==> config.mk <==
export PLATFORM = sky130hd
export DESIGN_NAME = tac_out
export DESIGN_NICKNAME = d
export VERILOG_FILES = /design/src/design/tac_pkg.sv /design/src/design/tac_out.sv
export SDC_FILE = /design/constraint.sdc
export NUM_CORES = 1
export LEC_CHECK = 0
export BUFFER_PORTS_ARGS = -buffer_cell sky130_fd_sc_hd__buf_2
export CORE_MARGIN = 5
export CORE_UTILIZATION = 40
export CTS_CLUSTER_DIAMETER = 150
export DETAILED_ROUTE_END_ITERATION = 16
export PLACE_DENSITY = 0.66
export SLEW_MARGIN = 0
export SYNTH_ARGS = -nofsm -noshare
export SYNTH_HDL_FRONTEND = slang
export SYNTH_SLANG_ARGS = --single-unit
==> constraint.sdc <==
create_clock -name i_clk -period 9.68 [get_ports i_clk]
set_clock_uncertainty 0.15 [all_clocks]
set_input_delay 0.968 -clock i_clk [delete_from_list [all_inputs] [get_ports i_clk]]
set_output_delay 0.968 -clock i_clk [all_outputs]
set_load 0.03 [all_outputs]
==> src/design/tac_pkg.sv <==
// ----------------------------------------------------------------------------
// tac_pkg
// Shared types, constants and helpers of the two-way association counter.
// ----------------------------------------------------------------------------
package tac_pkg;

    localparam int TXT_W       = 120;
    localparam int TXT_BYTES   = 15;
    localparam int LEN_W       = 4;
    localparam int CNT_W       = 32;
    localparam int NA_W        = 4;
    localparam int CAP         = 64;
    localparam int N_W         = 7;
    localparam int LIMIT_W     = 9;
    localparam int DEF_ENTRIES = 256;
    localparam int DEF_ASSOC   = 8;
    localparam int OUT_DATA_W  = 160;
    localparam int OUT_USER_W  = 4;
    localparam int IN_DATA_W   = 256;
    localparam int IN_USER_W   = 2;

    localparam logic [LIMIT_W-1:0] LIMIT_RESET = 9'd256;
    localparam logic [7:0]         DOT         = 8'h2E;

    typedef enum logic [1:0] {
        OP_RECORD = 2'd0,
        OP_QADDR  = 2'd1,
        OP_QNAME  = 2'd2,
        OP_UNUSED = 2'd3
    } t_op;

    typedef enum logic [2:0] {
        K_HEADER   = 3'd0,
        K_ASSOC    = 3'd1,
        K_NOTFOUND = 3'd2,
        K_INVALID  = 3'd3,
        K_RECORDED = 3'd4,
        K_IGNORED  = 3'd5
    } t_kind;

    typedef enum logic [3:0] {
        S_IDLE,
        S_CHK,
        S_TRIM,
        S_QSTART,
        S_SCAN,
        S_HDR,
        S_AS_RD,
        S_AS_CHK,
        S_ENT_WR,
        S_APPEND,
        S_NEXT,
        S_SINGLE,
        S_FIN
    } t_state;

    // entry word: key text, key length, total count, associates in use
    typedef struct packed {
        logic [TXT_W-1:0] txt;
        logic [LEN_W-1:0] len;
        logic [CNT_W-1:0] total;
        logic [NA_W-1:0]  na;
    } t_ent;

    // associate word: text, length, count
    typedef struct packed {
        logic [TXT_W-1:0] txt;
        logic [LEN_W-1:0] len;
        logic [CNT_W-1:0] cnt;
    } t_asc;

    // one result on its way to the output stage
    typedef struct packed {
        t_kind            kind;
        logic [TXT_W-1:0] txt;
        logic [LEN_W-1:0] len;
        logic [CNT_W-1:0] cnt;
        logic [NA_W-1:0]  tot;
    } t_res;

    // byte mask keeping the first len bytes (byte 0 at the top)
    function automatic logic [TXT_W-1:0] txt_mask(input logic [LEN_W-1:0] len);
        logic [TXT_W-1:0] m;
        m = '0;
        for (int k = 0; k < TXT_BYTES; k++) begin
            if (LEN_W'(k) < len) m[TXT_W-1-8*k -: 8] = 8'hFF;
        end
        return m;
    endfunction

    // position of the last dot below len, zero when there is none
    function automatic logic [LEN_W-1:0] last_dot(input logic [TXT_W-1:0] t,
                                                 input logic [LEN_W-1:0] len);
        logic [LEN_W-1:0] p;
        p = '0;
        for (int k = 0; k < TXT_BYTES; k++) begin
            if (LEN_W'(k) < len && t[TXT_W-1-8*k -: 8] == DOT) p = LEN_W'(k);
        end
        return p;
    endfunction

    function automatic logic [CNT_W-1:0] sat_inc(input logic [CNT_W-1:0] v);
        return (v == '1) ? v : v + CNT_W'(1);
    endfunction

endpackage

==> src/design/tac_out.sv <==
// ----------------------------------------------------------------------------
// tac_out
// Result stage: holds one pending result so the final one of an input can be
// marked, and an output register toward the master stream.
// ----------------------------------------------------------------------------
module tac_out (
    input  logic                           i_clk,
    input  logic                           i_rst_n,
    input  logic                           i_push_valid,
    input  tac_pkg::t_res                  i_push,
    output logic                           o_push_ready,
    input  logic                           i_fin,
    input  logic                           i_fin_trunc,
    output logic                           o_fin_ready,
    output logic                           o_m_tvalid,
    input  logic                           i_m_tready,
    // text_hi, text_lo, text_length, hit_count, associate_total
    output logic [tac_pkg::OUT_DATA_W-1:0] o_m_tdata,
    // kind, truncated
    output logic [tac_pkg::OUT_USER_W-1:0] o_m_tuser,
    output logic                           o_m_tlast
);

    logic          r_pv;
    tac_pkg::t_res r_p;
    logic          r_ov;
    tac_pkg::t_res r_o;
    logic          r_last;
    logic          r_trunc;
    logic          can_move;

    assign can_move     = !r_ov || i_m_tready;
    assign o_push_ready = !r_pv || can_move;
    assign o_fin_ready  = can_move;

    // pending slot and output register
    always_ff @(posedge i_clk) begin
        if (!i_rst_n) begin
            r_pv <= 1'b0;
            r_ov <= 1'b0;
        end else begin
            if (r_ov && i_m_tready) r_ov <= 1'b0;
            if (i_push_valid && o_push_ready) begin
                if (r_pv) begin
                    r_ov    <= 1'b1;
                    r_o     <= r_p;
                    r_last  <= 1'b0;
                    r_trunc <= 1'b0;
                end
                r_pv <= 1'b1;
                r_p  <= i_push;
            end else if (i_fin && can_move) begin
                r_ov    <= 1'b1;
                r_o     <= r_p;
                r_last  <= 1'b1;
                r_trunc <= i_fin_trunc;
                r_pv    <= 1'b0;
            end
        end
    end

    assign o_m_tvalid = r_ov;
    assign o_m_tdata  = {r_o.tot, r_o.cnt, r_o.len, r_o.txt[55:0], r_o.txt[119:56]};
    assign o_m_tuser  = {r_trunc, r_o.kind};
    assign o_m_tlast  = r_last;

endmodule

==> results.tsv <==
stage	metric	value	unit
cells_and_area	commonest non-fill, non-tap cell in the layout	buf_2	
timing	RSZ-0062 raised after global routing	no	
worst_hold_path	hold wc startpoint	r_p[49]	
power_and_ir_drop	clock power share	0.393	
cells_and_area	share of cells above drive strength 1	0.522	
power_and_ir_drop	Sequential Power Share	0.554	
floorplanning	Die Wd	168	um
power_and_ir_drop	P_leak	4.94	nW
cells_and_area	most frequent cells in the layout	336 x buf_2, 328 x edfxtp_1, 35 x clkbuf_16, 8 x clkinv_1, 7 x clkbuf_1	
setup_path	Worst R2R Path Depth	4	
clock_tree	CTS tree	built	
timing	final setup violation count	0	
detailed_routing	drt total wl	19.4	mm
detailed_routing	drc violations	0	
cells_and_area	nets@finish	886	
synth	synth top area cells	edfxtp_1 99%, dfxtp_1 0.40%, mux2_4 0.15%	
power_and_ir_drop	cell internal pwr	2.38	mW
synth	biggest area consumer among synthesized cells	edfxtp_1	
placement	# port buffers	336	
detailed_routing	vias	4680	
power_and_ir_drop	Comb pwr share	0.053	
grt	largest net degree at the start of global routing	91	
timing	worst-margin pin slew	1160	ps
synth	Syn. warnings	0	
floorplanning	starting density of the core	0.408	
clock_tree	total CTS buffers	34	
timing	Slew Viols, Final	0	
synth	synthesized area	9980	um2
floorplanning	FP Rows	57	
detailed_routing	Vias/cell	4.39	
floorplanning	chip height	168	um
setup_path	worst r2r src	o_m_tvalid	
setup_path	WS Path Type	in2reg	
worst_hold_path	Tightest Hold Check Type	reg2reg	
placement	pre-CTS setup slack	5850	ps
synth	Mapped Nets	512	
synth	Synth cell types	14	
setup_path	Worst R2R Setup Slack	6580	ps
timing	crit path time final	3350	ps
grt	first-pass GRT wire length	29.1	mm
detailed_routing	Detail Route Antenna Nets	0	
worst_hold_path	hold path cells	0	
placement	dpl hpwl	13.8	mm
setup_path	Worst EP arrival	3290	ps
job	number of max-cap violations	0	
clock_tree	Skew-Pair Late Insertion Delay	490	ps
clock_tree	clk sinks	330	
clock_tree	Worst-path clk slew	60	ps
timing	Hold Fails Final Rpt	0	
timing	period utilization	0.346	
floorplanning	number of top-level pins	337	
synth	share of the synthesized area in the top cell type	0.987	
clock_tree	H-tree levels	2	
power_and_ir_drop	power per cell area	229	nW/um2
grt	gr ovfl total	0	
floorplanning	Die ar.	28200	um2
setup_path	Critical Path Sink Type	flip-flop	
power_and_ir_drop	sw power	0.617	mW
clock_tree	Post-CTS Setup Inserts	0	
status	outcome	complete, no violations	
synth	Syn Inst Count	343	
detailed_routing	wire per inst	18.3	um
setup_path	RR Endpoint	o_m_tdata[149]	
grt	Tot GR Track Use	0.134	
grt	vias in the first global route	5041	
detailed_routing	1st-pass router iterations	4	
timing	setup_tns	0	ps
synth	sequential share of the synthesized area	0.991	
cells_and_area	Area growth syn-to-layout	31.4	%
power_and_ir_drop	Sw Share	0.206	
setup_path	critical path required time	9620	ps
placement	routability cong.	0.785	
power_and_ir_drop	Worst VDD drop	0.000153	V
setup_path	crit-path max FO	90	
worst_hold_path	Hold EP	o_m_tdata[73]	
floorplanning	core area	24500	um2
clock_tree	Max clock buf depth	3	
synth	mean post-synth cell area	29.1	um2
timing	slew margin rel.	0.225	
synth	Yosys reg bits	330	
detailed_routing	DR iter-0 viols	338	
cells_and_area	diode count	0	
grt	initial antenna violation count	2	
timing	FMAX	299	MHz
clock_tree	hold_buf cts	0	
timing	Final WS setup	6330	ps
clock_tree	post-cts sizing count	0	
setup_path	crit path launch type	input port	
clock_tree	Root Driver	clkbuf_16	
-- worst max-delay path: stages --
cell and delay, ps:
buf_2 140, mux2_4 210, and3_4 810, buf_4 940
-- layout make-up --
class	instances	area, um2
clock inverters	18	121
flip-flops and latches	330	9890
well taps	324	405
fillers	1903	11400
multi-input cells	10	81.3
repair buffers	339	1700
clock buffers	42	902
inverters	2	7.51
-- layer usage --
layer,track usage,wire length [um]
met1,0.162,7080
met2,0.225,9720
met3,0.0513,2230
met4,0.0399,400
met5,0,7
-- kinds of logic (layout without fill, tap and decap cells) --
family,Yosys count,in the layout,share of synthesized area
flops,330,330,0.991
buf+inv,3,401,0.00151
compound gates,4,4,0.00263
simple gates,5,5,0.00314
mux,1,1,0.00150
-- per-stage QoR --
stage,total power [mW],util,instances,cell area (um2),hold slack (ps)
2_1_floorplan,1.78,-,343,9980,250
3_3_place_gp,1.85,0.494,1005,12100,250
3_5_place_dp,1.85,0.494,1005,12100,255
4_1_cts,3.04,0.536,1065,13100,260
5_1_grt,3.13,0.536,1065,13100,262
6_report,3.00,0.536,1065,13100,261
-- power groups by stage --
stage | Sequential [mW] | Clock, mW | Combinational, mW
global placement | 1.69 | 0 | 0.158
floorplan | 1.75 | 0 | 0.0251
detailed placement | 1.69 | 0 | 0.162
global route | 1.67 | 1.29 | 0.168
finish | 1.66 | 1.18 | 0.158
CTS | 1.66 | 1.22 | 0.162
-- worst max-delay path by stage --
stage / startpoint / endpoint / slack, ps / depth (start not counted)
floorplan: i_m_tready / o_m_tdata[0] / 3820 / 3
global placement: i_push_valid / o_m_tdata[55] / 5960 / 4
detailed placement: i_push_valid / o_m_tdata[145] / 5850 / 4
CTS: i_push_valid / o_m_tdata[102] / 6330 / 4
global route: i_push_valid / o_m_tdata[3] / 6190 / 4
finish: i_push_valid / o_m_tdata[149] / 6330 / 4
-- registers in the layout, summed over array words and instances, names as in the netlist --
register and flops:
r_p 163, o_m_tdata 160, o_m_tuser 3, o_m_tlast 1, o_m_tvalid 1, r_pv 1
r_trunc 1
-- synth_stat cells --
library cell / instances
and3_1: 1
inv_1: 2
nand2_1: 1
a31oi_1: 1
a21boi_0: 1
nand3b_1: 1
buf_4: 1
edfxtp_1: 328
dfxtp_1: 2
and3_2: 1
mux2_4: 1
nor2b_1: 1
o21ai_0: 1
o21a_1: 1
No activity file was read; power rests on OpenSTA's default activity.
