## src/design/tac_ram.sv

```systemverilog
// ----------------------------------------------------------------------------
// tac_ram
// Simple dual-port synchronous RAM, one write and one registered read port.
// ----------------------------------------------------------------------------
module tac_ram #(
    parameter int W = 8,
    parameter int D = 2
) (
    input  logic                 i_clk,
    input  logic                 i_we,
    input  logic [$clog2(D)-1:0] i_waddr,
    input  logic [W-1:0]         i_wdata,
    input  logic                 i_re,
    input  logic [$clog2(D)-1:0] i_raddr,
    output logic [W-1:0]         o_rdata
);

    logic [W-1:0] r_mem [D];
    logic [W-1:0] r_rdata;

    // write port
    always_ff @(posedge i_clk) begin
        if (i_we) r_mem[i_waddr] <= i_wdata;
    end

    // read port, data holds while no read is issued
    always_ff @(posedge i_clk) begin
        if (i_re) r_rdata <= r_mem[i_raddr];
    end

    assign o_rdata = r_rdata;

endmodule

```

## config.mk

```make
export PLATFORM = sky130hd
export DESIGN_NAME = tac_ram
export DESIGN_NICKNAME = d
export VERILOG_FILES = /design/src/design/tac_ram.sv
export SDC_FILE = /design/constraint.sdc
export NUM_CORES = 1
export LEC_CHECK = 0
export BUFFER_PORTS_ARGS = -buffer_cell sky130_fd_sc_hd__buf_4
export CORE_MARGIN = 2
export CORE_UTILIZATION = 44
export DETAILED_ROUTE_END_ITERATION = 12
export PLACE_DENSITY = 0.73
export SETUP_SLACK_MARGIN = 0.3
export SYNTH_ARGS = -nofsm -noshare
export SYNTH_HDL_FRONTEND = slang
export SYNTH_SLANG_ARGS = --single-unit
```

## constraint.sdc

```tcl
create_clock -name i_clk -period 2.35 [get_ports i_clk]
set_input_delay 0.705 -clock i_clk [delete_from_list [all_inputs] [get_ports i_clk]]
set_output_delay 0.705 -clock i_clk [all_outputs]
set_load 0.02 [all_outputs]
```

==> results.md, run 1 <==
- Run status: finished clean
- Cell depth of the worst setup path: 1
- Unrepaired setup endpoints after global routing: false
- Startpoint kind of the worst setup timing path: flip-flop
- Synth Cell Area: 865 sq um
- Max clock buf depth: 2
- Bufs and invs on worst path: 1
- Placeable core region: 1900 sq um
- Final number of setup-violating endpoints: 0
- Number of nets in the layout: 72
- Input/output buffers: 20
- Number of global-route vias before repair: 420
- Worst endpoint required time: 1.64 ns
- DRC violation count after routing: 0
- Detailed Route Iter0 Violations: 7
- Inserted Clock Buffers: 3
- Crit path largest cell delay: 0.38 ns
- Cell chain of the critical path: buf_4
- Pin slew with the least headroom to its limit: 0.682 ns
- TritonCTS clock tree: yes
- Worst r2r path cells: 1
- Clock tree skew after final layout: 0.00185 ns
- Pwr/cell area: 718 nW/um^2
- Global-route wire length before repair: 1.85 mm
- Via count: 379
- Largest net degree at the start of global routing: 14
- Fraction of layout cells with a size suffix above 1: 53.4%
- Y dimension of the die: 48.3 um
- All-Layer GR Usage: 10.9%
- Ports: 21
- Initial standard-cell utilization of the core: 45.5%
- Max-slew headroom at the worst pin: 54.4%
- Slowest CP cell: sky130_fd_sc_hd__edfxtp_1
- Class of the worst hold path: reg -> reg
- Horizontal die dimension: 48.3 um
- Worst path top cell family by delay: flip-flops
- Endpoint type of the worst setup path: output pin
- Data arrival time of the critical path: 0.85 ns
- Area growth from synthesis to final layout: 23.0%
- Antenna Cells: 0
- Cell at the root of the clock tree: sky130_fd_sc_hd__clkbuf_4
- Detailed-route vias per instance: 4.46
- Resize count post-CTS: 0
- Netlist cell types: 5
- Leakage dissipation: 0.410 nW
- Overall routed net length: 1.07 mm
- Clock-pin slew of the registers on the worst-case setup and hold paths: 0.12 ns
- Number of cell rows: 16
- Final Hold Fails: 0
- Total count of max-transition violations in the final report: 0
- Sequential share of the synthesized area: 83.4%
- Level count of the clock H-tree: 1
- WL per Instance: 12.6 um
- Post-CTS setup buffer count: 0
- Grt ovf: 0
- Max capacitance violation total: 0
- TritonCTS Sinks: 24
- FMAX: 0.644 GHz
- Routed Antenna Nets: 0
- Yosys warning total: 0
- Flip-flop and latch count after synthesis: 24
- Peak VDD IR: 0.000343 V
- Cells after synthesis: 35
- Post-CTS Hold Fix Bufs: 0
- Die Outline Area: 2340 sq um
- Clock insertion delay at the later pin of the skew report: 0.30 ns
- Hold Path Cell Cnt: 1
- Tcrit/Tclk final: 66.1%
- Class of the most critical setup path: reg -> out
- Final critical path time including I/O delays and setup: 1.55 ns
- Total negative slack for setup checks: 0 ns
- Final hold slack: 0.560 ns
- Gpl congestion: 0.699
- DR pass1 iterations: 4
- Max Fanout on Critical Path: 1
- Average footprint of a synthesized cell: 24.7 sq um
- Net count after synthesis: 48
- Antenna violations before repair: 0
## path summary, 6_finish.rpt
path                                             end                  start  slack, ns
worst max-delay path                      o_rdata[6]   o_rdata[6]$_DFFE_PP_       0.80
worst min-delay path            o_rdata[1]$_DFFE_PP_  r_mem[0][1]$_DFFE_PP_       0.56
worst max register to register  o_rdata[0]$_DFFE_PP_  r_mem[1][0]$_DFFE_PP_       1.46
worst min register to register  o_rdata[1]$_DFFE_PP_  r_mem[0][1]$_DFFE_PP_       0.56
## layout make-up
type / instances / area (sq um)
fill: 147 / 838
tap: 27 / 33.8
multi-input combinational: 10 / 133
clock buffer: 3 / 22.5
timing repair buffer: 20 / 150
clock inverter: 1 / 3.75
sequential: 24 / 721
## where the power goes
| group | switching, W | internal [W] |
|---|---|---|
| clock | 0.000112 | 0.0000619 |
| combinational | 0.0000338 | 0.0000436 |
| sequential | 0.00000742 | 0.000505 |
## synthesized netlist by cell type
library cell	number	area (sq um)
sky130_fd_sc_hd__edfxtp_1	24	721
sky130_fd_sc_hd__nor2b_1	1	6.26
sky130_fd_sc_hd__mux2_4	8	120
sky130_fd_sc_hd__and2_1	1	6.26
sky130_fd_sc_hd__buf_6	1	11.3
## layout by cell type (no fill, tap or decap)
master                     count
sky130_fd_sc_hd__edfxtp_1     24
sky130_fd_sc_hd__buf_4        20
sky130_fd_sc_hd__mux2_4        8
sky130_fd_sc_hd__clkbuf_4      3
sky130_fd_sc_hd__nor2b_1       1
sky130_fd_sc_hd__and2_1        1
sky130_fd_sc_hd__clkinv_1      1
## per-layer routing
| metal | GRT usage [%] | share of wire [%] | up-vias |
|---|---|---|---|
| met5 | 0 | 0 | - |
| met2 | 17.6 | 50 | 14 |
| met1 | 11.9 | 42 | 181 |
| li1 | - | - | 182 |
| met4 | 8.57 | 2.0 | 0 |
| met3 | 3.40 | 5.5 | 2 |
## cell families after synthesis
kind of cell	share of synthesized area [%]
buffers and inverters	1.30
and+or+nand+nor	1.45
muxes	13.9
DFF	83.4
## sequential cells by signal, summed over array words and instances (netlist names)
name / cells
o_rdata: 8
r_mem: 16
## metrics by stage
step | total power, W | utilization (%) | setup slack (ns) | area, sq um | std cells
after global routing | 0.000793 | 55.9 | 0.727 | 1060 | 85
final | 0.000764 | 55.9 | 0.796 | 1060 | 85
after global placement | 0.000599 | 54.5 | 0.675 | 1040 | 81
after detailed placement | 0.000602 | 54.5 | 0.598 | 1040 | 81
after CTS | 0.000771 | 55.9 | 0.776 | 1060 | 85
after floorplan | 0.000564 | - | 0.852 | 865 | 35
No activity file was read; power rests on OpenSTA's default activity.
==> run 2, diff against run 1 <==
- PLACE_DENSITY: 0.73 -> 0.75
- clock period: 2.35 -> 1.3 ns (I/O delays scaled with it)
==> results.md, run 2 (synthesis gave the netlist of run 1 again) <==
- Run status: finished clean
- Max clock buf depth: 2 (unchanged)
- Number of global-route vias before repair: 378 (-10%)
- M2 GR Usage: 17.6% (unchanged)
- Leakage dissipation: 0.425 nW (+3.7%)
- Post-layout worst setup margin: 0.0544 ns (-0.742 ns)
- Clock tree skew after final layout: 0.00116 ns (-0.000694 ns)
- DRC violation count after routing: 0 (unchanged)
- Final Hold Fails: 0 (unchanged)
- Largest net degree at the start of global routing: 14 (unchanged)
- Filler Cell Count: 136 (-7.5%)
- Level count of the clock H-tree: 1 (unchanged)
- Most common cell after layout, fill and taps aside: sky130_fd_sc_hd__edfxtp_1
- Inserted Clock Buffers: 3 (unchanged)
- Placeable core region: 1900 sq um (unchanged)
- Peak VDD IR: 0.000735 V (+110%)
- Pwr/cell area: 1270 nW/um^2 (+77%)
- Met1 track demand over resource: 10.6% (-1.3 points)
- Cell chain of the critical path: buf_6
- Max-slew headroom at the worst pin: 77.0% (+23 points)
- Post-CTS setup buffer count: 0 (unchanged)
- Class of the worst hold path: in -> reg
- Final number of setup-violating endpoints: 0 (unchanged)
- Grt ovf: 0 (unchanged)
- Largest register FFs: 16 (unchanged)
- Biggest register: r_mem
- Clock-pin slew of the registers on the worst-case setup and hold paths: 0.12 ns (about the same)
- WL per Instance: 12.8 um (+2.3%)
- Tcrit/Tclk final: 95.8%
- Initial standard-cell utilization of the core: 45.5% (unchanged)
- Startpoint kind of the worst setup timing path: flip-flop
- Most utilized layer in the global route result: met2
- Area growth from synthesis to final layout: 27.4%
- Overall routed net length: 1.09 mm (+2.3%)
- Cell at the root of the clock tree: sky130_fd_sc_hd__clkbuf_4
- Max capacitance violation total: 0 (unchanged)
- Total count of max-transition violations in the final report: 0 (unchanged)
- Post-placement worst setup slack: 0.125 ns (-0.473 ns)
- Total negative slack for setup checks: 0 ns (unchanged)
- Final critical path time including I/O delays and setup: 1.25 ns
- Gpl congestion: 0.696 (-0.36%)
- Worst endpoint required time: 0.91 ns (-0.73 ns)
- Y dimension of the die: 48.3 um (unchanged)
- Data arrival time of the critical path: 0.86 ns (about the same)
- DR pass1 iterations: 3 (-1)
- Placed Cells: 81 (unchanged)
- TritonCTS Sinks: 24 (unchanged)
- Number of cell rows: 16 (unchanged)
- Number of nets in the layout: 72 (unchanged)
- Horizontal die dimension: 48.3 um (unchanged)
- Worst path top cell family by delay: flip-flops
- Detailed Route Iter0 Violations: 3 (-4)
- Bufs and invs on worst path: 1 (unchanged)
- Antenna Cells: 0 (unchanged)
- Clock insertion delay at the later pin of the skew report: 0.31 ns (about the same)
- HPWL Detailed: 804 um
- Pin slew with the least headroom to its limit: 0.346 ns (-0.336 ns)
- Antenna violations before repair: 0 (unchanged)
- Slowest CP cell: sky130_fd_sc_hd__edfxtp_1
- Commonest cells after routing, fill and taps aside: sky130_fd_sc_hd__edfxtp_1, sky130_fd_sc_hd__buf_4, sky130_fd_sc_hd__mux2_4, sky130_fd_sc_hd__buf_6, sky130_fd_sc_hd__clkbuf_4
- Post-CTS Hold Fix Bufs: 0 (unchanged)
- Routed Antenna Nets: 0 (unchanged)
- All-Layer GR Usage: 11.2% (+0.32 points)
- Number of cells in the finished layout apart from fillers: 85 (unchanged)
- Global-route wire length before repair: 1.77 mm (-4.1%)
- Fraction of layout cells with a size suffix above 1: 55.2% (+1.7 points)
- Crit path largest cell delay: 0.40 ns (+0.02 ns)
- FMAX: 0.803 GHz
- Input/output buffers: 20 (unchanged)
- Ports: 21 (unchanged)
- TritonCTS clock tree: yes
- Unrepaired setup endpoints after global routing: true
- Max Fanout on Critical Path: 1 (unchanged)
- Met3 layer usage reported by global route: 2.16% (-1.2 points)
- Class of the most critical setup path: reg -> out
- Via count: 383 (+1.1%)
- Die Outline Area: 2340 sq um (unchanged)
- Utilization after layout: 57.9% (+2.0 points)
- Detailed-route vias per instance: 4.51 (+1.1%)
- Endpoint type of the worst setup path: output pin
==> run 2: worst paths after layout <==
path	from	to	slack (ns)	cells after the start
min	i_wdata[4]	r_mem[0][4]$_DFFE_PP_	0.26	1
max reg2reg	r_mem[0][3]$_DFFE_PP_	o_rdata[3]$_DFFE_PP_	0.40	1
max	o_rdata[6]$_DFFE_PP_	o_rdata[6]	0.05	1
min reg2reg	r_mem[1][0]$_DFFE_PP_	o_rdata[0]$_DFFE_PP_	0.56	1
==> run 2: through the flow <==
step / cell area, sq um / power [W] / hold WS (ns)
4_1_cts: 1100 / 0.00142 / 0.245
3_3_place_gp: 1040 / 0.00109 / 0.531
2_1_floorplan: 881 / 0.00102 / 0.489
3_5_place_dp: 1040 / 0.00109 / 0.535
6_report: 1100 / 0.00140 / 0.257
5_1_grt: 1100 / 0.00146 / 0.225
==> run 2: area by class of cell <==
| cell class | count | area, sq um | area share (%) |
|---|---|---|---|
| flip-flops and latches | 24 | 721 | 65.5 |
| repair buffers | 20 | 180 | 16.4 |
| multi-input cells | 10 | 140 | 12.7 |
| well taps | 27 | 33.8 | 3.07 |
| clock buffers | 3 | 22.5 | 2.05 |
| clock inverters | 1 | 3.75 | 0.341 |
==> run 2: layer usage <==
layer / up-vias / part of all wire, %
met2: 17 / 51
met3: 4 / 3.8
met5: - / 0
met4: 0 / 6.3
met1: 180 / 38
li1: 182 / -
==> run 2: timing repair <==
action,in CTS,in global routing
cloned,0,0
setup endpoints to repair,8,8
resized for setup,8,0
==> run 2: power breakdown <==
| group | total (W) | switching (W) | internal [W] | leakage, nW |
|---|---|---|---|---|
| Combinational | 0.000153 | 0.0000621 | 0.0000913 | 0.182 |
| Clock | 0.000317 | 0.000204 | 0.000112 | 0.0154 |
| Sequential | 0.000931 | 0.0000172 | 0.000914 | 0.228 |
| Total | 0.00140 | 0.000284 | 0.00112 | 0.425 |
==> run 3, diff against run 2 <==
- CELL_PAD_IN_SITES_DETAIL_PLACEMENT: default -> 1
- CELL_PAD_IN_SITES_GLOBAL_PLACEMENT: default -> 2
- CORE_UTILIZATION: 44 -> 34
- PLACE_DENSITY: 0.75 -> 0.77
- SKIP_LAST_GASP: default -> 1
==> results.md, run 3 (synthesis gave the netlist of run 1 again) <==
- Unrepaired setup endpoints after global routing: true
- DR pass1 iterations: 1 (-2)
- Max-slew headroom at the worst pin: 77.2% (+0.24 points)
- Bufs and invs on worst path: 1 (unchanged)
- WL per Instance: 11.8 um (-7.8%)
- Final critical path time including I/O delays and setup: 1.24 ns (-0.00723 ns)
- Routed Antenna Nets: 0 (unchanged)
- Number of global-route vias before repair: 359 (-5.0%)
- Antenna violations before repair: 0 (unchanged)
- Y dimension of the die: 54.4 um (+13%)
- Die Outline Area: 2960 sq um (+27%)
- Total negative slack for setup checks: 0 ns (unchanged)
- Inserted Clock Buffers: 3 (unchanged)
- Pwr/cell area: 1260 nW/um^2 (-0.77%)
- Input/output buffers: 20 (unchanged)
- Area growth from synthesis to final layout: 27.8%
- Most common cell after layout, fill and taps aside: sky130_fd_sc_hd__edfxtp_1
- Leakage dissipation: 0.425 nW (unchanged)
- Commonest cells after routing, fill and taps aside: sky130_fd_sc_hd__edfxtp_1, sky130_fd_sc_hd__buf_4, sky130_fd_sc_hd__mux2_4, sky130_fd_sc_hd__buf_6, sky130_fd_sc_hd__clkbuf_4
- Fraction of layout cells with a size suffix above 1: 55.2% (unchanged)
- Post-placement worst setup slack: 0.133 ns (+0.00824 ns)
- All-Layer GR Usage: 8.06% (-3.2 points)
- TritonCTS clock tree: yes
- Ports: 21 (unchanged)
- Biggest register: r_mem
- Max capacitance violation total: 0 (unchanged)
- Clock tree skew after final layout: 0.00175 ns (+0.000588 ns)
- Final Hold Fails: 0 (unchanged)
- DRC violation count after routing: 0 (unchanged)
- Detailed-route vias per instance: 4.31 (-4.4%)
- FMAX: 0.807 GHz (+0.58%)
- Overall routed net length: 1.04 mm (-4.6%)
- Pin slew with the least headroom to its limit: 0.342 ns (-0.00355 ns)
- Max clock buf depth: 2 (unchanged)
- Number of cell rows: 18 (+2)
- Endpoint type of the worst setup path: output pin
- Grt ovf: 0 (unchanged)
- Global-route wire length before repair: 1.52 mm (-14%)
- Level count of the clock H-tree: 1 (unchanged)
- Largest register FFs: 16 (unchanged)
- Antenna Cells: 0 (unchanged)
- Detailed Route Iter0 Violations: 0 (-3)
- Run status: finished clean
- HPWL Detailed: 848 um (+5.4%)
- Largest net degree at the start of global routing: 14 (unchanged)
- Peak VDD IR: 0.000693 V (-5.7%)
- Total area of multi-input combinational cells: 140 sq um (unchanged)
- Cell at the root of the clock tree: sky130_fd_sc_hd__clkbuf_4
- Worst path top cell family by delay: flip-flops
- Class of the most critical setup path: reg -> out
- Tcrit/Tclk final: 95.3% (-0.56 points)
- Worst endpoint required time: 0.91 ns (about the same)
- Number of nets in the layout: 72 (unchanged)
- Via count: 379 (-1.0%)
- Post-layout worst setup margin: 0.0616 ns (+0.00723 ns)
- Max Fanout on Critical Path: 1 (unchanged)
- Initial standard-cell utilization of the core: 35.5% (-9.9 points)
- Placeable core region: 2430 sq um (+28%)
- TritonCTS Sinks: 24 (unchanged)
- Clock insertion delay at the later pin of the skew report: 0.30 ns (about the same)
- Class of the worst hold path: in -> reg
- Final number of setup-violating endpoints: 0 (unchanged)
- Startpoint kind of the worst setup timing path: flip-flop
- Total count of max-transition violations in the final report: 0 (unchanged)
- Horizontal die dimension: 54.4 um (+13%)
- Slowest CP cell: sky130_fd_sc_hd__edfxtp_1
- Clock-pin slew of the registers on the worst-case setup and hold paths: 0.12 ns (about the same)
- Cell chain of the critical path: buf_6
- Data arrival time of the critical path: 0.85 ns (about the same)
- Gpl congestion: 0.731 (+5.0%)
- Combined flip-flop and latch cell area: 721 sq um (unchanged)
- Crit path largest cell delay: 0.40 ns (about the same)
- Filler Cell Count: 231 (+70%)
[run 3: cell counts in the layout (fill, tap and decap cells not counted)]
Identical to the previous run, type by type.
[run 3: power breakdown]
part / switching (W) / internal, W
Sequential: 0.0000166 / 0.000913
Clock: 0.000200 / 0.000112
Combinational: 0.0000614 / 0.0000914
[run 3: path summary, 6_finish.rpt]
check	to	slack (ns)	cells past startpoint	startpoint
hold reg to reg	o_rdata[0]$_DFFE_PP_	0.56	1	r_mem[1][0]$_DFFE_PP_
hold / removal	r_mem[1][3]$_DFFE_PP_	0.26	1	i_wdata[3]
setup reg to reg	o_rdata[3]$_DFFE_PP_	0.41	1	r_mem[0][3]$_DFFE_PP_
setup / recovery	o_rdata[2]	0.06	1	o_rdata[2]$_DFFE_PP_
[run 3: metrics by stage]
stage	hold slack, ns	power, W	utilization [%]	instance area, sq um	std cells
floorplan	0.489	0.00102	-	881	35
global placement	0.533	0.00109	43.1	1050	84
detailed placement	0.537	0.00109	43.1	1050	84
CTS	0.258	0.00141	45.4	1100	88
global route	0.243	0.00145	45.4	1100	88
finish	0.264	0.00139	45.4	1100	88
[run 3: metal layers]
metal	track usage (%)	vias up	share of wire, %
li1	-	183	-
met1	6.07	176	36
met2	14.9	16	55
met3	1.64	4	3.8
met4	10.0	0	5.0
met5	0	-	0
[run 3: cell type report]
class | count | share of cell area, %
Clock buffer | 3 | 2.04
Sequential cell | 24 | 65.2
Clock inverter | 1 | 0.340
Tap cell | 30 | 3.40
Timing Repair Buffer | 20 | 16.3
Multi-Input combinational cell | 10 | 12.7
[run 3: what timing repair did]
item | CTS | global route
hold buffers | 0 | 0
endpoints found under the hold margin | 0 | 0
endpoints found under the setup margin | 8 | 8
setup buffers | 0 | 0
gates resized for setup | 8 | 0
